## src/hw/rtl/lpht_pkg.sv

```systemverilog
// shared types and codes for the linear probing hash table
package lpht_pkg;

    typedef enum logic [1:0] {
        REQ_INSERT = 2'd0,
        REQ_FIND   = 2'd1,
        REQ_REMOVE = 2'd2,
        REQ_NONE   = 2'd3
    } t_req;

    typedef enum logic [1:0] {
        ST_OK      = 2'd0,
        ST_MISS    = 2'd1,
        ST_LIMIT   = 2'd2
    } t_status;

    typedef enum logic [3:0] {
        S_IDLE,
        S_CLEAR,
        S_PRB_RD,
        S_PRB_WT,
        S_PRB_CHK,
        S_INS_WR,
        S_SH_RD,
        S_SH_WT,
        S_SH_CHK,
        S_SH_MOVE,
        S_SH_END,
        S_DONE
    } t_state;

    // controller to datapath
    typedef struct packed {
        logic load_req;
        logic clr_step;
        logic clr_start;
        logic prb_start;
        logic prb_rd;
        logic prb_adv;
        logic ins_wr;
        logic sh_start;
        logic sh_rd;
        logic sh_adv;
        logic sh_move;
        logic sh_end;
        logic set_result;
        t_status status;
        logic count_inc;
        logic count_dec;
    } t_cmd;

    // datapath to controller
    typedef struct packed {
        logic clr_last;
        logic slot_valid;
        logic key_match;
        logic prb_last;
        logic at_limit;
        logic count_zero;
        logic sh_last;
        logic sh_move_ok;
        t_req req;
    } t_sts;

endpackage

```

## src/hw/rtl/lpht_ctrl.sv

```systemverilog
// request sequencer for the clearing pass, probe, insert and backward shift
module lpht_ctrl (
    input  logic           i_clk,
    input  logic           i_rst_n,
    input  logic           i_valid,
    output logic           o_ready,
    output logic           o_valid,
    input  logic           i_ready,
    input  lpht_pkg::t_sts i_sts,
    output lpht_pkg::t_cmd o_cmd
);
    import lpht_pkg::*;

    t_state r_state, n_state;

    always_ff @(posedge i_clk) begin
        if (!i_rst_n) begin
            r_state <= S_CLEAR;
        end else begin
            r_state <= n_state;
        end
    end

    always_comb begin
        n_state = r_state;
        unique case (r_state)
            S_CLEAR: if (i_sts.clr_last) n_state = S_IDLE;
            S_IDLE: if (i_valid) n_state = S_PRB_RD;
            S_PRB_RD: begin
                if (i_sts.req == REQ_NONE ||
                    (i_sts.req == REQ_INSERT && i_sts.at_limit) ||
                    (i_sts.req == REQ_REMOVE && i_sts.count_zero)) begin
                    n_state = S_DONE;
                end else begin
                    n_state = S_PRB_WT;
                end
            end
            S_PRB_WT: n_state = S_PRB_CHK;
            S_PRB_CHK: begin
                if (!i_sts.slot_valid) begin
                    n_state = (i_sts.req == REQ_INSERT) ? S_INS_WR : S_DONE;
                end else if (i_sts.key_match) begin
                    n_state = (i_sts.req == REQ_REMOVE) ? S_SH_WT : S_DONE;
                end else if (i_sts.prb_last) begin
                    n_state = S_DONE;
                end else begin
                    n_state = S_PRB_WT;
                end
            end
            S_INS_WR: n_state = S_DONE;
            S_SH_RD: n_state = S_SH_WT;
            S_SH_WT: n_state = S_SH_CHK;
            S_SH_CHK: begin
                if (!i_sts.slot_valid) begin
                    n_state = S_SH_END;
                end else if (i_sts.sh_move_ok) begin
                    n_state = S_SH_MOVE;
                end else if (i_sts.sh_last) begin
                    n_state = S_SH_END;
                end else begin
                    n_state = S_SH_WT;
                end
            end
            S_SH_MOVE: n_state = i_sts.sh_last ? S_SH_END : S_SH_WT;
            S_SH_END: n_state = S_DONE;
            S_DONE: if (i_ready) n_state = S_IDLE;
            default: n_state = S_IDLE;
        endcase
    end

    always_comb begin
        o_cmd = '0;
        o_cmd.status = ST_MISS;
        o_ready = 1'b0;
        o_valid = 1'b0;
        unique case (r_state)
            S_CLEAR: o_cmd.clr_step = 1'b1;
            S_IDLE: begin
                o_ready = 1'b1;
                o_cmd.load_req = i_valid;
            end
            S_PRB_RD: begin
                o_cmd.prb_start = 1'b1;
                o_cmd.set_result = 1'b1;
                o_cmd.status = (i_sts.req == REQ_INSERT) ? ST_LIMIT : ST_MISS;
            end
            S_PRB_WT: ;
            S_PRB_CHK: begin
                o_cmd.set_result = 1'b1;
                if (!i_sts.slot_valid) begin
                    o_cmd.status = (i_sts.req == REQ_INSERT) ? ST_OK : ST_MISS;
                end else if (i_sts.key_match) begin
                    o_cmd.status = (i_sts.req == REQ_INSERT) ? ST_MISS : ST_OK;
                    o_cmd.sh_start = (i_sts.req == REQ_REMOVE);
                end else begin
                    o_cmd.prb_adv = 1'b1;
                end
            end
            S_INS_WR: begin
                o_cmd.ins_wr = 1'b1;
                o_cmd.count_inc = 1'b1;
            end
            S_SH_RD, S_SH_WT: ;
            S_SH_CHK: begin
                if (i_sts.slot_valid && !i_sts.sh_move_ok && !i_sts.sh_last) begin
                    o_cmd.sh_adv = 1'b1;
                end
            end
            S_SH_MOVE: begin
                o_cmd.sh_move = 1'b1;
                o_cmd.sh_adv = 1'b1;
            end
            S_SH_END: begin
                o_cmd.sh_end = 1'b1;
                o_cmd.count_dec = 1'b1;
            end
            S_DONE: o_valid = 1'b1;
            default: ;
        endcase
    end

`ifndef SYNTH
    a_no_accept_busy: assert property (@(posedge i_clk) disable iff (!i_rst_n)
        (r_state != S_IDLE) |-> !o_ready) else $error("ready outside idle");
    a_valid_done: assert property (@(posedge i_clk) disable iff (!i_rst_n)
        o_valid |-> (r_state == S_DONE)) else $error("result outside done");
    a_one_write: assert property (@(posedge i_clk) disable iff (!i_rst_n)
        $countones({o_cmd.ins_wr, o_cmd.sh_move, o_cmd.sh_end, o_cmd.clr_step}) <= 1)
        else $error("multiple ram writes");
    a_inc_dec: assert property (@(posedge i_clk) disable iff (!i_rst_n)
        !(o_cmd.count_inc && o_cmd.count_dec)) else $error("count inc and dec");
`endif
endmodule

```

## config.mk

```make
export PLATFORM = sky130hd
export DESIGN_NAME = lpht_ctrl
export DESIGN_NICKNAME = d
export VERILOG_FILES = /design/src/hw/rtl/lpht_pkg.sv /design/src/hw/rtl/lpht_ctrl.sv
export SDC_FILE = /design/constraint.sdc
export NUM_CORES = 1
export LEC_CHECK = 0
export BUFFER_PORTS_ARGS = -buffer_cell sky130_fd_sc_hd__clkbuf_2
export CAP_MARGIN = 0
export CORE_UTILIZATION = 45
export DETAILED_ROUTE_END_ITERATION = 8
export GPL_ROUTABILITY_DRIVEN = 0
export GPL_TIMING_DRIVEN = 0
export PLACE_DENSITY = 0.8
export SLEW_MARGIN = 5
export SYNTH_ARGS = -nofsm -noshare
export SYNTH_HDL_FRONTEND = slang
export SYNTH_SLANG_ARGS = --single-unit
```

## constraint.sdc

```tcl
create_clock -name i_clk -period 4.5 [get_ports i_clk]
set_clock_uncertainty 0.1 [all_clocks]
set_input_delay 0.225 -clock i_clk [delete_from_list [all_inputs] [get_ports i_clk]]
set_output_delay 0.225 -clock i_clk [all_outputs]
set_load 0.02 [all_outputs]
```

==> impl_metrics.json <==
{
  "cellLeakagePower_uw": 0.0003976,
  "multi_input_area_um2": 421.7,
  "setup_slack_ns": 2.470,
  "grt_pass1_wl_um": 2615,
  "synth_edf_count": 0,
  "largest_reg_flops": 4,
  "wire_per_inst_um": 12.02,
  "drive_above_1_share": 0.3697,
  "fmax_mhz": 492.6,
  "yosysWarnings": 0,
  "cp_max_fo": 10,
  "power.density_nw_per_um2": 190.1,
  "postCtsHoldBufs": 0,
  "p_int_uw": 92.58,
  "die_h_um": 38.46,
  "period_share": 0.4511,
  "initial_utilization": 0.5107,
  "cts_sinks": 4,
  "die_area_um2": 1479,
  "final_cells": 133,
  "drv_cap": 0,
  "grt_max_degree": 11,
  "drt-initial-drc-count": 42,
  "yosysSeqAreaShare": 0.1339,
  "clk_pin_slew_ns": 0.04,
  "clk_path_buf_depth": 2,
  "syn2layout_area_growth_pct": 29.71,
  "post_cts_buffers": 0,
  "top_register": "r_state",
  "vdd_drop_max_mv": 0.1037,
  "numCtsBuffers": 3,
  "io_pins": 33,
  "pre_cts_slack_ns": 2.767,
  "io_buffers": 26,
  "placementRows": 12,
  "worstSetupPathType": "reg -> out",
  "layout_min_cycle_time_ns": 2.030,
  "clk_latency_ns": 0.24,
  "clockPowerShare": 0.306,
  "yosysUniqueCellTypes": 40,
  "syn_area_um2": 598.1,
  "worstPathArrival_ns": 1.71,
  "end_kind": "primary output",
  "setup_viol": 0,
  "final_core_utilization": 0.6624,
  "track_usage": 0.2509,
  "p_comb_frac": 0.422,
  "diodes": 0,
  "num_vias": 764,
  "power_frac_seq": 0.272,
  "final_nets": 135,
  "htreeDepth": 1,
  "drt_wl_total_um": 1598,
  "power_switching_uw": 54.91,
  "grt_pass1_vias": 629,
  "seqCellArea_um2": 80.08,
  "slew_viol_final": 0,
  "status": "complete, no violations",
  "die_width_um": 38.46,
  "cts_tree": "done",
  "ant_nets": 0,
  "synth_cells": 88,
  "antenna_found_initial": 0,
  "grt_overflow": 0,
  "core-area_um2": 1171,
  "dr.pass1.iters": 4,
  "via_per_inst": 5.744,
  "syn-mean-instance-area_um2": 6.796,
  "hold_viol": 0,
  "worstSetupStartpointType": "flop",
  "dpl.cell_count": 130,
  "largestRegisters": "r_state x4",
  "route.detailed.drc": 0,
  "synth_seq_cells": 4,
  "synth_flop_cell": "dfxtp_1",
  "swShare": 0.3723,
  "rsz0062_at_grt": "false",
  "root_buffer": "clkbuf_4",
  "post_cts_resized": 0,
  "n_fill_cell": 111,
  "hold_class": "in -> reg",
  "finalSetupTns_ns": 0,
  "critical_path_required_ns": 4.18,
  "dp_hpwl_um": 1214,
  "async_flop_share": 0
}
==> critical path, stage by stage, from the launching register on <==
cell      delay (ns)
dfxtp_1         0.32
buf_2           0.21
clkbuf_1        0.34
nor3b_1         0.29
buf_4           0.15
clkbuf_2        0.15
==> Yosys cell counts (all sizes together), types with 2 or more instances <==
cell type,number,share of area
or3b,3,0.044
o21ai,5,0.042
dfxtp,4,0.13
a211oi,2,0.033
nor3b,3,0.038
nand2b,4,0.042
a32oi,2,0.029
a31oi,3,0.031
buf,10,0.12
inv,5,0.031
nand2,6,0.038
nor2,7,0.044
o211a,2,0.033
nand3,2,0.017
nor3,7,0.059
clkbuf,4,0.027
==> cell usage in the layout (no fill, tap or decap), drive strengths merged, types with 2 or more instances in the layout <==
cell type  netlist  layout
o211a            2       2
conb             1       3
nor3             7       7
a211oi           2       2
a32oi            2       2
nand2b           4       4
clkbuf           4      33
a31oi            3       3
nor3b            3       3
nand2            6       6
or3b             3       3
o21ai            5       5
buf             10      10
nand3            2       2
dfxtp            4       4
inv              5       5
nor2             7       7
==> routing by layer <==
metal	vias up	GRT usage	share of wire
li1	382	-	-
met1	334	0.3123	0.42
met2	48	0.4153	0.47
met3	0	0.07558	0.11
met4	0	0.06897	0
met5	-	0	0
==> through the flow <==
step	hold slack [ns]	power, µW	area [µm²]
2_1_floorplan	0.2058	84.07	605.6
3_3_place_gp	0.3565	100.3	753.2
3_5_place_dp	0.3549	101.7	753.2
4_1_cts	0.1106	148.1	775.7
5_1_grt	0.1345	158.2	775.7
6_report	0.1135	147.5	775.7
==> path summary, 6_finish.rpt <==
kind / startpoint / end / slack [ns] / cells past startpoint
min: i_rst_n / r_state[0]$_SDFFE_PN1P_ / 0.11 / 2
min reg2reg: r_state[1]$_SDFFE_PN0P_ / r_state[0]$_SDFFE_PN1P_ / 0.75 / 3
max reg2reg: r_state[3]$_SDFFE_PN0P_ / r_state[2]$_SDFFE_PN0P_ / 2.78 / 5
max: r_state[3]$_SDFFE_PN0P_ / o_cmd[5] / 2.47 / 5
==> layout make-up <==
class,instances,share of cell area
Buffer,14,0.1097
Clock buffer,3,0.02903
Inverter,5,0.02419
Multi-Input combinational cell,67,0.5435
Sequential cell,4,0.1032
Tap cell,14,0.02258
Timing Repair Buffer,26,0.1677
==> cell families (layout without fill, tap and decap cells) <==
kind of cell | after synthesis | count (layout) | share of synthesized area
AOI/OAI and AO/OA | 27 | 27 | 0.3494
other | 1 | 3 | 0.006270
and+or+nand+nor | 37 | 37 | 0.3368
buffers and inverters | 19 | 48 | 0.1736
DFF | 4 | 4 | 0.1339
==> power groups by stage <==
stage / combinational (µW) / clock (µW) / sequential (µW)
after floorplan: 44.2 / 0 / 39.9
after global placement: 59.7 / 0 / 40.5
after detailed placement: 61.0 / 0 / 40.7
after CTS: 61.4 / 46.7 / 40.0
after global routing: 68.6 / 49.1 / 40.4
final: 62.3 / 45.1 / 40.1
Power figures use the tool's default switching activity.
